**config.mk**
```make
export PLATFORM = sky130hd
export DESIGN_NAME = i8mvm_lane
export DESIGN_NICKNAME = d
export VERILOG_FILES = /design/src/design/i8mvm_pkg.sv /design/src/design/i8mvm_lane.sv
export SDC_FILE = /design/constraint.sdc
export NUM_CORES = 1
export LEC_CHECK = 0
export BUFFER_PORTS_ARGS = -buffer_cell sky130_fd_sc_hd__buf_2
export CORE_UTILIZATION = 40
export DETAILED_ROUTE_END_ITERATION = 12
export PLACE_DENSITY = 0.54
export SLEW_MARGIN = 20
export SYNTH_ARGS = -nofsm -noshare
export SYNTH_HDL_FRONTEND = slang
export SYNTH_SLANG_ARGS = --single-unit
```
**constraint.sdc**
```tcl
create_clock -name i_clk -period 5.8 [get_ports i_clk]
set_input_delay 0.58 -clock i_clk [delete_from_list [all_inputs] [get_ports i_clk]]
set_output_delay 0.58 -clock i_clk [all_outputs]
set_load 0.05 [all_outputs]
```
**src/design/i8mvm_pkg.sv**
```systemverilog
// ----------------------------------------------------------------------------
// i8mvm_pkg
// Shared types and constants for the int8 matrix-vector multiply core.
// ----------------------------------------------------------------------------
`timescale 1ns / 1ps
`default_nettype none

package i8mvm_pkg;

    localparam int LANES       = 8;
    localparam int MAX_K_DEF   = 4096;
    localparam int MAX_N       = 4096;
    localparam int CFG_W       = 13;
    localparam int IDX_W       = 12;
    localparam int VAL_W       = 8;
    localparam int CHAN_W      = 12;
    localparam int SUM_W       = 28;
    localparam int PROD_W      = 2 * VAL_W;
    localparam int CFG_IDX_W   = 1;

    localparam logic [CFG_W-1:0] K_LEN_RESET = CFG_W'(64);
    localparam logic [CFG_W-1:0] N_LEN_RESET = CFG_W'(8);

    typedef enum logic [CFG_IDX_W-1:0] {
        REG_K_LEN = 1'b0,
        REG_N_LEN = 1'b1
    } t_cfg_reg;

    typedef enum logic {
        KIND_ACT    = 1'b0,
        KIND_WEIGHT = 1'b1
    } t_kind;

    typedef struct packed {
        t_kind                    kind;
        logic [IDX_W-1:0]         act_index;
        logic signed [VAL_W-1:0]  act_value;
        logic signed [VAL_W-1:0]  weight_0;
        logic signed [VAL_W-1:0]  weight_1;
        logic signed [VAL_W-1:0]  weight_2;
        logic signed [VAL_W-1:0]  weight_3;
        logic signed [VAL_W-1:0]  weight_4;
        logic signed [VAL_W-1:0]  weight_5;
        logic signed [VAL_W-1:0]  weight_6;
        logic signed [VAL_W-1:0]  weight_7;
    } t_in_word;

    typedef struct packed {
        logic [CHAN_W-1:0]        channel;
        logic signed [SUM_W-1:0]  sum;
        logic                     last;
    } t_out_word;

    // per-cycle strobes from the sequencer to every lane
    typedef struct packed {
        logic load;   // capture weight of an accepted beat
        logic mul;    // form product of the first stage
        logic acc;    // fold product into the accumulator
        logic clear;  // product closes the group
    } t_lane_ctrl;

    typedef struct packed {
        logic              valid;
        logic              last;
        logic [CHAN_W-1:0] base;
    } t_stage;

endpackage

`default_nettype wire

```
**src/design/i8mvm_lane.sv**
```systemverilog
// ----------------------------------------------------------------------------
// i8mvm_lane
// One multiply-accumulate lane: weight register, product register and
// accumulator. The running total including the pending product is exposed.
// ----------------------------------------------------------------------------
`timescale 1ns / 1ps
`default_nettype none

module i8mvm_lane
    import i8mvm_pkg::*;
#(
    parameter int ACC_W = SUM_W
) (
    input  wire logic                     i_clk,
    input  wire logic                     i_rst_n,
    input  wire t_lane_ctrl               i_ctrl,
    input  wire logic signed [VAL_W-1:0]  i_weight,
    input  wire logic signed [VAL_W-1:0]  i_act,
    output logic signed [ACC_W-1:0]       o_total
);

    logic signed [VAL_W-1:0]  r_weight;
    logic signed [PROD_W-1:0] r_prod;
    logic signed [ACC_W-1:0]  r_acc;
    logic signed [ACC_W-1:0]  n_acc;

    always_ff @(posedge i_clk) begin
        if (i_ctrl.load) begin
            r_weight <= i_weight;
        end
        if (i_ctrl.mul) begin
            r_prod <= r_weight * i_act;
        end
    end

    assign o_total = r_acc + ACC_W'(r_prod);

    always_comb begin
        n_acc = r_acc;
        if (i_ctrl.acc) begin
            n_acc = i_ctrl.clear ? '0 : o_total;
        end
    end

    always_ff @(posedge i_clk) begin
        if (!i_rst_n) begin
            r_acc <= '0;
        end else begin
            r_acc <= n_acc;
        end
    end

endmodule

`default_nettype wire

```
Word level (Yosys, flattened, before mapping)

Cells that the tools add are included.

$mul: 1
Muxes and demuxes: 1
$add $sub $neg: 1

Operator list:

| cell                                         | count |
|---|---|
| 28-bit by 16-bit adder with 28-bit output    | 1 |
| 28-bit two-way mux                           | 1 |
| 8-bit by 8-bit multiplier with 16-bit output | 1 |

Logic and storage cells: 6
Bits in registers: 52
Output and inout bits: 28
Bits of input ports: 22

Logic depth before layout (Yosys ltp)

Word-level depth: 2
Mapped depth: 17
Gate-level depth less buffers: 17

Least setup slack after synthesis

No wires, ideal clock.

Path type: input to register
Start point: input port i_act[4]
End point: register r_prod[14], data pin
Library setup time: 0.195 ns
Data arrival time: 4.230 ns
Buffers on the path: 0
Cell stages on the path: 16
Required time: 5.605 ns
Setup slack: 1.375 ns
Path through: and2_1 > fa_1 > inv_1 > fa_1 > inv_1 > fa_1 > inv_1 > fa_1 > inv_1 > ha_1 > o21ai_0 > a21oi_1 > o21ai_0 > a21oi_1 > o21a_1 > o311ai_0

Cells in the longest elaborated chain, start to end: 1

RTL lines:

| what                                         | line             | text |
|---|---|---|
| from (decl)                                  | i8mvm_lane.sv:18 | `input wire logic signed [VAL_W-1:0] i_act,` |
| 8-bit by 8-bit multiplier with 16-bit output | i8mvm_lane.sv:32 | `r_prod <= r_weight * i_act;` |
| to (signal assigned)                         | i8mvm_lane.sv:32 |  |
| to (decl)                                    | i8mvm_lane.sv:23 | `logic signed [PROD_W-1:0] r_prod;` |

No other way between the ends.
A chain may end at the register's enable or synchronous reset.

Final worst setup path

Start point: register r_weight[0]
End point: register r_prod[14], data pin

Cells in the longest elaborated chain, start to end: 1

RTL lines:

| what                                         | line             | text |
|---|---|---|
| from (decl)                                  | i8mvm_lane.sv:22 | `logic signed [VAL_W-1:0] r_weight;` |
| from (signal assigned)                       | i8mvm_lane.sv:29 | `r_weight <= i_weight;` |
| 8-bit by 8-bit multiplier with 16-bit output | i8mvm_lane.sv:32 |  |

No other way between the ends.

==> impl_results.md <==
- H-Tree Depth: 2
- Synth top area share: a little under a fifth
- # diodes: 0
- VDD IR-drop max: between 200 and 300 uV
- XOR/XNOR Fraction of Synth Area: under 10%
- Setup TNS: 0 ps
- Resized Gates After CTS: 0
- Final wirelength: 13.2 mm
- Power Total: 3610 uW
- Register area share after synthesis: 21.4%
- Worst Tran Pin Value: ~720 ps
- Gpl congestion: approximately 0.85
- Synth area leaders: fa_1 (19%), edfxtp_1 (12%), ha_1 (12%)
- Mapped Nets: a little under 800
- Synth Cell Area: around 6000 um^2
- Worst-path clk slew: roughly 70 ps
- Placed insts: roughly 880
- Register area: between 1000 and 1500 um^2
- Fin crit period: between 4000 and 5000 ps
- CP endpoint kind: flip-flop
- Critical-path maximum fanout: 8
- Cells after Synth: 662
- Final setup vio count: 0
- Postcts setup bufs: 0
- Launching point of the worst reg2reg path: r_weight[0]
- Slew Viols, Final: 0
- RSZ-0062 raised after global routing: no
- # fillers: between 1000 and 1500
- Drt initial violations: 190
- CTS max path bufs: 2
- Clock sink count: 52
- Hold Worst Slack: 457 ps
- Antenna-violating nets left: 0
- Normalized max-slew margin: about half
- CP arrival: between 4000 and 5000 ps
- Worst Clk Skew: around 12 ps
- Yosys reg bits: 52
- Clock Latency Late Sink: approximately 300 ps
- YS warnings: 0
- GRT Util Overall: 17.5%
- Fraction of layout instances using a drive strength above 1: about 9.6%
- Worst hold-check path type: in -> reg
- DR DRC count: 0
- Post-synth EDFFs: 24
- Multi-input gate area: between 4000 and 5000 um^2
- Core Footprint: between 10000 and 15000 um^2
- Largest area contributor in the netlist: fa_1
- Num rows: 44
- Hold path start: i_weight[4]
- TritonCTS clock tree: built
- CTS root buf: clkbuf_16
- CTS buffer count: 5
- Max Cap Viol: 0
- Status: completed
- Critical Path RT: just under 6000 ps
- Post-synth cell types: 58
- Largest net degree at the start of global routing: 34
- Width of the die: roughly 120 um
- Nets: 838
- Number of global-route vias before repair: 4679
- Initial Util: 41.1%
- Aggregate global routing overflow: 0
- Synth Area in Simple Gates: about a fifth
- Syn_area_per_cell: 9.03 um^2
- Number of vias per cell: about 5.3
- Power Density: about 550 nW/um^2
- Adder-cell share of the synthesized area: 30.5%
- Die area: ~15000 um^2
- Initial antenna violation count: 0
- Fin crit share: between 70 and 80%
- Cell Count, Final, Fillers Out: about 890
- First-pass GRT wire length: 22.2 mm
- Largest family of logic cells by synthesized area: adder cells
- CTS Hold Bufs: 0
- Crit path from: r_weight[0]
- Setup CP Type: reg -> reg
- IO Count: 50
- Multiplexer share of the synthesized area: less than 1%
- Drt wl/cell: roughly 15 um
- DR vias: ~4700
- Fmax: between 200 and 250 MHz
- Compound-Gate Fraction of Synth Area: between 15 and 20%
- Async set-reset flop share out of synthesis: 0%
- Hold Vio Cnt, Final: 0
- Leakage power total: approximately 0.0031 uW
- Post-synth top flop: dfxtp_1
- Area Growth Syn to Fin: 9.50%
- TritonRoute pass-1 iters: 4
- Startpoint Class: flip-flop
- Die height: roughly 120 um
- Port Buffers: 49
- Post-DP HPWL: between 10 and 15 mm
## per-stage QoR
step / cell area [um^2] / util, % / worst slack (ps)
2_1_floorplan: 5980 / - / 1380
3_5_place_dp: 6390 / 44.0 / 999
4_1_cts: 6550 / 45.0 / 1160
5_1_grt: 6550 / 45.0 / 866
3_3_place_gp: 6390 / 44.0 / 1050
6_report: 6550 / 45.0 / 1190
## kinds of logic (layout without fill, tap and decap cells)
family / count (synthesis) / after routing
AOI/OAI and AO/OA: 146 / 146
xor gates and xnor gates: 33 / 33
adders and majority gates: 112 / 112
buffers and inverters: 115 / 158
DFF: 52 / 52
muxes: 1 / 1
and+or+nand+nor: 203 / 203
## path summary, 6_finish.rpt
| path | to | slack [ps] | cells after the start |
|---|---|---|---|
| max reg2reg | r_prod[14] | 1190 | 15 |
| min | r_weight[4] | 460 | 1 |
| max | r_prod[14] | 1190 | 15 |
| min reg2reg | r_acc[18] | 480 | 2 |
## placed cells by master (no fill, tap or decap), types with 7 or more instances in the layout
cell type	n
inv_1	99
fa_1	56
ha_1	56
and2_1	50
buf_2	49
nand2_1	36
a21oi_1	29
dfxtp_1	28
nor2b_1	25
edfxtp_1	24
nor2_1	23
o21ai_0	22
nand3_1	22
xnor2_1	21
a21o_1	21
xor2_1	12
nor3_1	11
a211oi_1	10
o211ai_1	10
a22oi_1	10
and3_1	8
o21a_1	7
or3_1	7
## registers in the layout (all words and copies together) (netlist names)
signal and cells:
r_prod 16, r_acc 28, r_weight 8
## critical path, cell delays in order (launching register included)
cell and delay (ps):
edfxtp_1 490, nand2b_1 230, fa_1 530, fa_1 550
inv_1 50, fa_1 530, inv_1 50, fa_1 520
inv_1 40, ha_1 320, o21ai_0 120, a21oi_1 120
o21ai_0 230, a21oi_1 150, o21a_1 210, o311ai_0 290
## area by class of cell
cell class	count	area share, %
Multi-Input combinational cell	495	64.8
Clock inverter	1	0.0764
Tap cell	184	3.52
Sequential cell	52	19.6
Inverter	99	5.68
Timing Repair Buffer	51	3.97
Clock buffer	7	2.35
## synth_stat cells, types with 2 or more instances
cell type	count
a211o_1	3
nor3_1	11
o311ai_0	2
a22oi_1	10
o21a_1	7
nand4_1	2
or4_1	2
edfxtp_1	24
nand2_1	36
a221o_1	3
o21ai_0	22
a21boi_0	6
xor2_1	12
nand2b_1	4
inv_1	99
a31oi_1	6
nor2_1	23
and3_1	8
dfxtp_1	28
nor2b_1	25
ha_1	56
buf_6	2
or2_2	2
and2_1	50
a211oi_1	10
clkbuf_1	9
a21o_1	21
a32o_1	2
buf_2	5
or3_1	7
xnor2_1	21
a21oi_1	29
o21bai_1	2
and4_1	4
nand3_1	22
o211ai_1	10
fa_1	56
## per-layer routing
layer / track usage [%] / share of wire (%)
met3: 2.28 / 2.6
met5: 0 / 0
met2: 31.9 / 50
met1: 21.9 / 47
met4: 4.18 / 1.1
## report_power, final
part	internal (uW)	total (uW)	switching, uW	leakage, uW
clock network	186	325	139	0.0000790
logic	933	2670	1740	0.00251
registers	538	610	72.0	0.000464
total	1660	3610	1950	0.00305
No activity file was read; power rests on OpenSTA's default activity.
