## config.mk

```make
export PLATFORM = sky130hd
export DESIGN_NAME = i8mvm_merge
export DESIGN_NICKNAME = d
export VERILOG_FILES = /design/src/design/i8mvm_pkg.sv /design/src/design/i8mvm_merge.sv
export SDC_FILE = /design/constraint.sdc
export NUM_CORES = 1
export LEC_CHECK = 0
export ABC_AREA = 1
export BUFFER_PORTS_ARGS = -buffer_cell sky130_fd_sc_hd__buf_2
export CORE_ASPECT_RATIO = 0.75
export CORE_MARGIN = 2
export CORE_UTILIZATION = 45
export CTS_CLUSTER_DIAMETER = 120
export DETAILED_ROUTE_END_ITERATION = 6
export PLACE_DENSITY_LB_ADDON = 0.25
export SYNTH_ARGS = -nofsm -noshare
export SYNTH_HDL_FRONTEND = slang
export SYNTH_SLANG_ARGS = --single-unit
```

## constraint.sdc

```tcl
create_clock -name i_clk -period 1.7 [get_ports i_clk]
set_input_delay 0.085 -clock i_clk [delete_from_list [all_inputs] [get_ports i_clk]]
set_output_delay 0.085 -clock i_clk [all_outputs]
set_load 0.005 [all_outputs]
```

## src/design/i8mvm_pkg.sv

```systemverilog
// ----------------------------------------------------------------------------
// i8mvm_pkg
// Shared types and constants for the int8 matrix-vector multiply core.
// ----------------------------------------------------------------------------
`timescale 1ns / 1ps
`default_nettype none

package i8mvm_pkg;

    localparam int LANES       = 8;
    localparam int MAX_K_DEF   = 4096;
    localparam int MAX_N       = 4096;
    localparam int CFG_W       = 13;
    localparam int IDX_W       = 12;
    localparam int VAL_W       = 8;
    localparam int CHAN_W      = 12;
    localparam int SUM_W       = 28;
    localparam int PROD_W      = 2 * VAL_W;
    localparam int CFG_IDX_W   = 1;

    localparam logic [CFG_W-1:0] K_LEN_RESET = CFG_W'(64);
    localparam logic [CFG_W-1:0] N_LEN_RESET = CFG_W'(8);

    typedef enum logic [CFG_IDX_W-1:0] {
        REG_K_LEN = 1'b0,
        REG_N_LEN = 1'b1
    } t_cfg_reg;

    typedef enum logic {
        KIND_ACT    = 1'b0,
        KIND_WEIGHT = 1'b1
    } t_kind;

    typedef struct packed {
        t_kind                    kind;
        logic [IDX_W-1:0]         act_index;
        logic signed [VAL_W-1:0]  act_value;
        logic signed [VAL_W-1:0]  weight_0;
        logic signed [VAL_W-1:0]  weight_1;
        logic signed [VAL_W-1:0]  weight_2;
        logic signed [VAL_W-1:0]  weight_3;
        logic signed [VAL_W-1:0]  weight_4;
        logic signed [VAL_W-1:0]  weight_5;
        logic signed [VAL_W-1:0]  weight_6;
        logic signed [VAL_W-1:0]  weight_7;
    } t_in_word;

    typedef struct packed {
        logic [CHAN_W-1:0]        channel;
        logic signed [SUM_W-1:0]  sum;
        logic                     last;
    } t_out_word;

    // per-cycle strobes from the sequencer to every lane
    typedef struct packed {
        logic load;   // capture weight of an accepted beat
        logic mul;    // form product of the first stage
        logic acc;    // fold product into the accumulator
        logic clear;  // product closes the group
    } t_lane_ctrl;

    typedef struct packed {
        logic              valid;
        logic              last;
        logic [CHAN_W-1:0] base;
    } t_stage;

endpackage

`default_nettype wire

```

## src/design/i8mvm_merge.sv

```systemverilog
// ----------------------------------------------------------------------------
// i8mvm_merge
// Result bank: takes the eight lane sums of a finished group at once and
// hands them out one word per cycle in lane order while i_stall is low.
// ----------------------------------------------------------------------------
`timescale 1ns / 1ps
`default_nettype none

module i8mvm_merge
    import i8mvm_pkg::*;
#(
    parameter int ACC_W = SUM_W
) (
    input  wire logic                     i_clk,
    input  wire logic                     i_rst_n,
    input  wire logic                     i_load,
    input  wire logic signed [ACC_W-1:0]  i_sums [LANES],
    input  wire logic [CHAN_W-1:0]        i_base,
    output logic                          o_free,
    output logic                          o_valid,
    input  wire logic                     i_stall,
    output t_out_word                     o_data
);

    localparam int LW = $clog2(LANES);
    localparam int CW = $clog2(LANES + 1);

    logic signed [ACC_W-1:0] r_bank [LANES];
    logic [CHAN_W-1:0]       r_base;
    logic [LW-1:0]           r_idx;
    logic [CW-1:0]           r_cnt;
    logic                    w_take;

    assign o_valid = (r_cnt != '0);
    assign w_take  = o_valid && !i_stall;
    assign o_free  = (r_cnt == '0) || ((r_cnt == CW'(1)) && !i_stall);

    always_ff @(posedge i_clk) begin
        if (i_load) begin
            r_bank <= i_sums;
            r_base <= i_base;
        end
    end

    always_ff @(posedge i_clk) begin
        if (!i_rst_n) begin
            r_cnt <= '0;
            r_idx <= '0;
        end else if (i_load) begin
            r_cnt <= CW'(LANES);
            r_idx <= '0;
        end else if (w_take) begin
            r_cnt <= r_cnt - CW'(1);
            r_idx <= r_idx + LW'(1);
        end
    end

    always_comb begin
        o_data.channel = r_base + CHAN_W'(r_idx);
        o_data.sum     = SUM_W'(r_bank[r_idx]);
        o_data.last    = (r_idx == LW'(LANES - 1));
    end

endmodule

`default_nettype wire

```

# [After elaboration in Yosys (flattened, before gate mapping)]
# Cells that the tools add are included.
[totals] register_bits=243 inputBits=240 output_inout_bits=43 word_cells=33
[op_classes] add_sub_neg=3 order_cmp=1 n_eq_ne=2 muxes=5 n_bitwise=2 n_reduce_logical=8
[ops] op="$bmux W28 S3" n=1
[ops] op="$mux W28" n=2
[ops] op="$add A12 B3 Y12" n=1
[ops] op="$mux W4" n=2
[ops] op="$eq A4 B1 Y1 const B" n=1
[ops] op="$ge A4 B4 Y1 const B" n=1
[ops] op="$logic_not A4 Y1" n=1
[ops] op="$not A3 Y4" n=1
[ops] op="$reduce_bool A4 Y1" n=1
[ops] op="$sub A4 B1 Y4 const B" n=1
[ops] op="$add A3 B1 Y3 const B" n=1
[ops] op="$eq A3 B3 Y1 const B" n=1
[ops] op="$logic_and A1 B1 Y1" n=2
[ops] op="$reduce_bool A2 Y1" n=1
[ops] op="$reduce_or A2 Y1" n=1
[ops] op="$logic_not A1 Y1" n=1
[ops] op="$logic_or A1 B1 Y1" n=1
[ops] op="$not A1 Y1" n=1

# [Depth between registers and ports, before layout]
# Gate-level depths: netlist of the first run.
[depth] depth_word=4 ltp_mapped=8 ltp_nobuf=8

# [Least setup slack after synthesis of the first run]
# No wires, ideal clock.
[synth_path] kind="register to output" start="reg r_base[0]" end="out o_data[37] (netlist name)" arrival_time_ns=1.439 t_required_ns=1.615 setup_slack_ns=0.176 stages_incl_launch_ff=7 n_path_buf=0 path_cell_list="edfxtp_1 > ha_1 > fa_1 > a21o_1 > nand2_1 > nor2_1 > xor2_1"
[synth_lines] element="from (decl)" line_no="i8mvm_merge.sv:29" source="logic [CHAN_W-1:0] r_base;"
[synth_lines] element="from (signal assigned)" line_no="i8mvm_merge.sv:41" source="r_base <= i_base;"
[synth_lines] element="to (decl)" line_no="i8mvm_merge.sv:22" source="output t_out_word o_data"

==> results of run 1 <==
[metrics by stage]
step	hold WS, ps	setup slack [ps]
after floorplan	183	176
final	-6.87	-464
after global placement	262	11.7
after CTS	4.63	-432
after detailed placement	263	-24.7
after global routing	3.54	-513
[worst paths after layout]
path	from	to	slack, ps
worst min-delay path	i_load	r_bank[27]	-7
worst min register to register	r_cnt[2]	r_cnt[2]	540
worst max register to register	r_idx[0]	r_idx[2]	270
worst max-delay path	r_base[0]	o_data[37]	-460
[registers in the layout, indices dropped and copies added (netlist names)]
register,flops
r_cnt,4
r_idx,3
r_bank,224
r_base,12
[cells in the mapped netlist, drive strengths merged]
cell / instances
nor2: 119
a21oi: 9
fa: 1
inv: 14
ha: 7
nor3: 2
buf: 27
xor2: 5
nand2: 103
a21o: 1
clkbuf: 15
dfxtp: 7
nand3: 8
edfxtp: 236
o22ai: 56
o21ai: 119
xnor2: 3
nand4: 1
[layout make-up]
class,instances,area (sq um)
repair buffers,597,5190
diodes,3,7.51
fillers,1175,4440
clock buffers,29,641
clock inverters,15,125
inverters,14,71.3
repair inverters,1,16.3
multi-input cells,434,3090
flip-flops and latches,243,7230
well taps,288,360
[routing by layer]
layer / up-vias / track usage / share of wire
met5: - / 0 / 0
met4: 0 / 0.0980 / 0.034
met3: 94 / 0.0544 / 0.081
met2: 527 / 0.487 / 0.48
met1: 4279 / 0.392 / 0.41
li1: 3859 / - / -
[where the power goes]
part | switching [mW] | internal [mW] | total, mW
Clock | 2.27 | 2.99 | 5.26
Sequential | 0.241 | 7.10 | 7.34
Combinational | 1.13 | 1.26 | 2.39
[layout by cell type, fill, tap and decap left out, types with 8 or more instances in the layout]
cell           count
clkbuf_16         30
dlygate4sd3_1    238
o22ai_1           14
edfxtp_1         236
buf_4             21
nand2_1           90
buf_16            22
o21ai_4           30
inv_1             11
nor2_1            65
nor2_4             8
nand3_1            8
buf_2            281
o21ai_0           19
nand2_2           13
nor2_2            46
o22ai_2           38
buf_12            18
o21ai_1           29
o21ai_2           41
a21oi_1            8
[timing repair]
action | CTS | global route
gates resized for setup | 186 | 167
endpoints found under the hold margin | 243 | 0
pin swaps | 58 | 97
endpoints found under the setup margin | 40 | 41
hold buffers | 238 | 0
setup buffers | 18 | 8
gates cloned | 22 | 5
[cell families after synthesis]
group           after synthesis  share of synthesized area
flops                       243                      0.744
simple gates                233                      0.102
compound gates              185                      0.103
buf+inv                      56                     0.0332
xor+xnor                      8                    0.00721
fa+ha+maj                     8                     0.0111
==> impl_metrics.env, run 1 <==
export IMPL_design_power_total_mw=15.0
export IMPL_status="finished with violations"
export IMPL_worst_setup_path_end_kind="output port"
export IMPL_crit_family="adder cells"
export IMPL_grt_total_usage=0.293
export IMPL_critPathMaxStageDelay_ps=370
export IMPL_die_h_microns=131
export IMPL_p_leak_nw=6.69
export IMPL_hpwl_microns=17800
export IMPL_fin_crit_ps=2160
export IMPL_crit_fanout=3
export IMPL_yosys_warnings=0
export IMPL_cts_root_buffer="clkbuf_16"
export IMPL_cts_max_level=1
export IMPL_cts_num_sinks=243
export IMPL_reg2regPathDepth=6
export IMPL_die_area_sq_um=22800
export IMPL_dp_cells=1291
export IMPL_design_area_sq_um=16700
export IMPL_rows=46
export IMPL_start_util=0.459
export IMPL_cp_depth=7
export IMPL_numCtsBuffers=24
export IMPL_fin_cells=1624
export IMPL_ant_nets=0
export IMPL_drv_slew=0
export IMPL_ys_ff_latch=243
export IMPL_max_freq_mhz=462
export IMPL_firstDrtPassIters=5
export IMPL_viasPerCell=5.39
export IMPL_slowest_stage="edfxtp_1"
export IMPL_final_hold_viol_count=3
export IMPL_clk_pin_slew_ps=70
export IMPL_drive_gt1_frac=0.440
export IMPL_timing_hold_ws_ps=-6.87
export IMPL_drt_wl_total_microns=35500
export IMPL_synth_cell_types=26
export IMPL_worstPathRequired_ps=1620
export IMPL_io_pins=283
export IMPL_period_share=1.27
export IMPL_vdd_drop_max_v=0.000778
export IMPL_avgSynthCellArea_sq_um=13.3
export IMPL_hp_class="input pin to flop"
export IMPL_grt_max_degree=57
export IMPL_dr_first_iter_drc_count=945
export IMPL_grt_pass1_vias=9032
export IMPL_dr_total_vias=8759
export IMPL_grt_pass1_wl_microns=51200
export IMPL_clock_path_buffers=3
export IMPL_setup_viol=40
export IMPL_syn_nets=981
export IMPL_worstHoldPathCells=1
export IMPL_critical_path_arrival_ps=2080
export IMPL_syn_inst=733
export IMPL_wire_per_inst_microns=21.8
export IMPL_tightestPinTransition_ps=509
export IMPL_area_growth_pct=72.3
export IMPL_power_density_nw_per_um2=896
export IMPL_port_buffer_count=282
export IMPL_violations="hold timing, setup timing"
export IMPL_grt_ovfl_total=0
export IMPL_die_width_microns=174
export IMPL_critPathLaunchType="flop"
export IMPL_core_area_sq_um=21200
export IMPL_path_class="flop to output port"
export IMPL_rsz0062_at_grt="true"
export IMPL_antenna_found_initial=3
export IMPL_synth_seq_area_share=0.744
export IMPL_synth_area_sq_um=9710
export IMPL_clk_latency_ps=520
export IMPL_gp_congestion=0.814
export IMPL_yosys_area_top_type="edfxtp_1"
export IMPL_skew_ps=5.49
export IMPL_fin_util=0.790
export IMPL_path_cells="ha_2, fa_2, a21o_1, nand2_2, nor2_1, xor2_1, buf_2"
export IMPL_drc=0
export IMPL_max_cap_viol_count=0
export IMPL_netlist_top_cells_area="edfxtp_1 (73%), o21ai_0 (5.7%), nand2_1 (3.9%)"
export IMPL_tns_ps=-12390
export IMPL_path_buf_inv=1
export IMPL_netlist_area_leader_share=0.730
export IMPL_placed_area_sq_um=11600
export IMPL_relSlewSlack=0.661
export IMPL_layout_setup_ws_ps=-464
export IMPL_cts_tree="done"
export IMPL_final_net_count=1563
Power figures use the tool's default switching activity.
==> inputs of run 2 (changes only) <==
--- a/config.mk
+++ b/config.mk
@@ -7,9 +7,11 @@
 export LEC_CHECK = 0
 export ABC_AREA = 1
 export BUFFER_PORTS_ARGS = -buffer_cell sky130_fd_sc_hd__buf_2
+export CELL_PAD_IN_SITES_DETAIL_PLACEMENT = 1
+export CELL_PAD_IN_SITES_GLOBAL_PLACEMENT = 1
 export CORE_ASPECT_RATIO = 0.75
-export CORE_MARGIN = 2
-export CORE_UTILIZATION = 45
+export CORE_MARGIN = 3
+export CORE_UTILIZATION = 41
 export CTS_CLUSTER_DIAMETER = 120
 export DETAILED_ROUTE_END_ITERATION = 6
 export PLACE_DENSITY_LB_ADDON = 0.25
==> run 2 against run 1 <==
The flow finishes with violations (setup timing). Clock skew fell by 3.5 ps. Global-route usage increased by 6.0 points. Critical endpoint is now o_data[33]. Worst setup slack got worse by 150 ps. Sequential share of layout area shrank 0.59 points. Flip-flop and latch count unchanged. Core utilization shrank 5.6 points. Non-clock buffer count rose by 9. Clock power up 4.6%. Critical path type unchanged.
==> impl_metrics.env, run 2 (synthesis results as in run 1) <==
export IMPL_status="finished with violations"
export IMPL_violations="setup timing"
export IMPL_largest_register_ff_count=224
export IMPL_slowest_stage="edfxtp_1"
export IMPL_ant_nets=0
export IMPL_final_net_count=1573
export IMPL_layout_setup_ws_ps=-611
export IMPL_hp_class="input pin to flop"
export IMPL_crit_family="adder cells"
export IMPL_worst_setup_path_end_kind="output port"
export IMPL_reg2regPathDepth=8
export IMPL_hpwl_microns=21300
export IMPL_worstHoldPathCells=2
export IMPL_setup_viol=40
export IMPL_clock_path_buffers=3
export IMPL_firstDrtPassIters=5
export IMPL_rsz0062_at_grt="true"
export IMPL_path_cells="ha_4, fa_2, a21o_4, nand2_1, xnor2_1, buf_2"
export IMPL_critPathMaxStageDelay_ps=450
export IMPL_clk_pin_slew_ps=70
export IMPL_die_area_sq_um=25600
export IMPL_area_growth_pct=74.8
export IMPL_cts_root_buffer="clkbuf_16"
export IMPL_path_buf_inv=1
export IMPL_vdd_drop_max_v=0.000903
export IMPL_max_cap_viol_count=0
export IMPL_crit_fanout=3
export IMPL_period_share=1.36
export IMPL_tightestPinTransition_ps=498
export IMPL_reg_top3="r_bank (224), r_base (12), r_cnt (4)"
export IMPL_drt_wl_total_microns=51000
export IMPL_grt_pass1_wl_microns=66300
export IMPL_final_cell_mix="buf_2 (275), dlygate4sd3_1 (239), edfxtp_1 (236)"
export IMPL_rows=48
export IMPL_skew_ps=1.97
export IMPL_min_from="i_sums[49]"
export IMPL_antenna_found_initial=4
export IMPL_viasPerCell=5.80
export IMPL_fin_crit_ps=2310
export IMPL_port_buffer_count=282
export IMPL_r2r_start="r_idx[0]"
export IMPL_critical_path_arrival_ps=2230
export IMPL_power_density_nw_per_um2=921
export IMPL_reg2reg_to="r_idx[0]"
export IMPL_hold_path_end="r_bank[49]"
export IMPL_max_freq_mhz=433
export IMPL_timing_hold_ws_ps=236
export IMPL_cts_tree="done"
export IMPL_clk_latency_ps=530
export IMPL_drv_slew=0
export IMPL_cts_num_sinks=243
export IMPL_final_hold_viol_count=0
export IMPL_grt_pass1_vias=10427
export IMPL_die_width_microns=184
export IMPL_path_class="flop to output port"
export IMPL_dr_first_iter_drc_count=1178
export IMPL_design_power_total_mw=15.6
export IMPL_final_common_cell="buf_2"
export IMPL_grt_max_degree=52
export IMPL_io_pins=283
export IMPL_cts_max_level=1
export IMPL_wire_per_inst_microns=30.9
export IMPL_die_h_microns=139
export IMPL_regMostFlops="r_bank"
export IMPL_grt_ovfl_total=0
export IMPL_core_area_sq_um=23100
export IMPL_numCtsBuffers=25
export IMPL_relSlewSlack=0.665
export IMPL_grt_total_usage=0.353
export IMPL_gp_congestion=0.839
export IMPL_rrSetupSlack_ps=150
export IMPL_p_leak_nw=6.78
export IMPL_critPathLaunchType="flop"
export IMPL_start_util=0.420
export IMPL_drc=0
export IMPL_dr_total_vias=9557
export IMPL_drive_gt1_frac=0.456
export IMPL_worstPathRequired_ps=1620
==> run 2: worst max path at each step <==
| stage | end | cells past startpoint | start | slack (ps) |
|---|---|---|---|---|
| floorplan | o_data[37] | 6 | r_base[0] | 180 |
| global placement | o_data[37] | 7 | r_base[0] | 7 |
| detailed placement | o_data[37] | 7 | r_base[0] | -90 |
| CTS | o_data[37] | 7 | r_base[0] | -510 |
| global route | o_data[33] | 6 | r_base[0] | -650 |
| finish | o_data[33] | 6 | r_base[0] | -610 |
==> run 2: layout make-up <==
type | instances | area, sq um
Clock inverter | 14 | 106
Fill cell | 2112 | 6150
Multi-Input combinational cell | 434 | 3250
Timing Repair inverter | 1 | 16.3
Timing Repair Buffer | 606 | 5250
Inverter | 14 | 86.3
Clock buffer | 31 | 648
Sequential cell | 243 | 7240
Antenna cell | 4 | 10.0
Tap cell | 300 | 375
==> run 2: power breakdown <==
part	internal, mW	total, mW	switching, mW	leakage (nW)
logic	1.32	2.71	1.39	4.04
registers	7.10	7.42	0.318	2.37
clock network	2.88	5.50	2.62	0.364
==> run 2: metal layers <==
metal / GRT usage / part of all wire / vias to the layer above
li1: - / - / 3884
met1: 0.411 / 0.37 / 4816
met2: 0.621 / 0.51 / 665
met3: 0.0823 / 0.073 / 192
met4: 0.162 / 0.054 / 0
met5: 0 / 0 / -
==> run 2: stage by stage <==
stage          utilization  TNS (ps)  std cells  setup WS, ps  cell area [sq um]
2_1_floorplan            -         0        733           176               9710
3_3_place_gp         0.504         0       1309          6.55              11600
3_5_place_dp         0.504      -156       1309         -87.7              11600
4_1_cts              0.708    -13560       1642          -508              16400
5_1_grt              0.734    -19760       1647          -651              17000
6_report             0.734    -17730       1647          -611              17000
==> run 2: repair_timing <==
item	in CTS	in global routing
pin swaps	82	48
endpoints found under the hold margin	271	0
hold buffers	239	0
cloned	23	0
buffers inserted	26	10
resized for setup	254	160
setup endpoints to repair	40	43
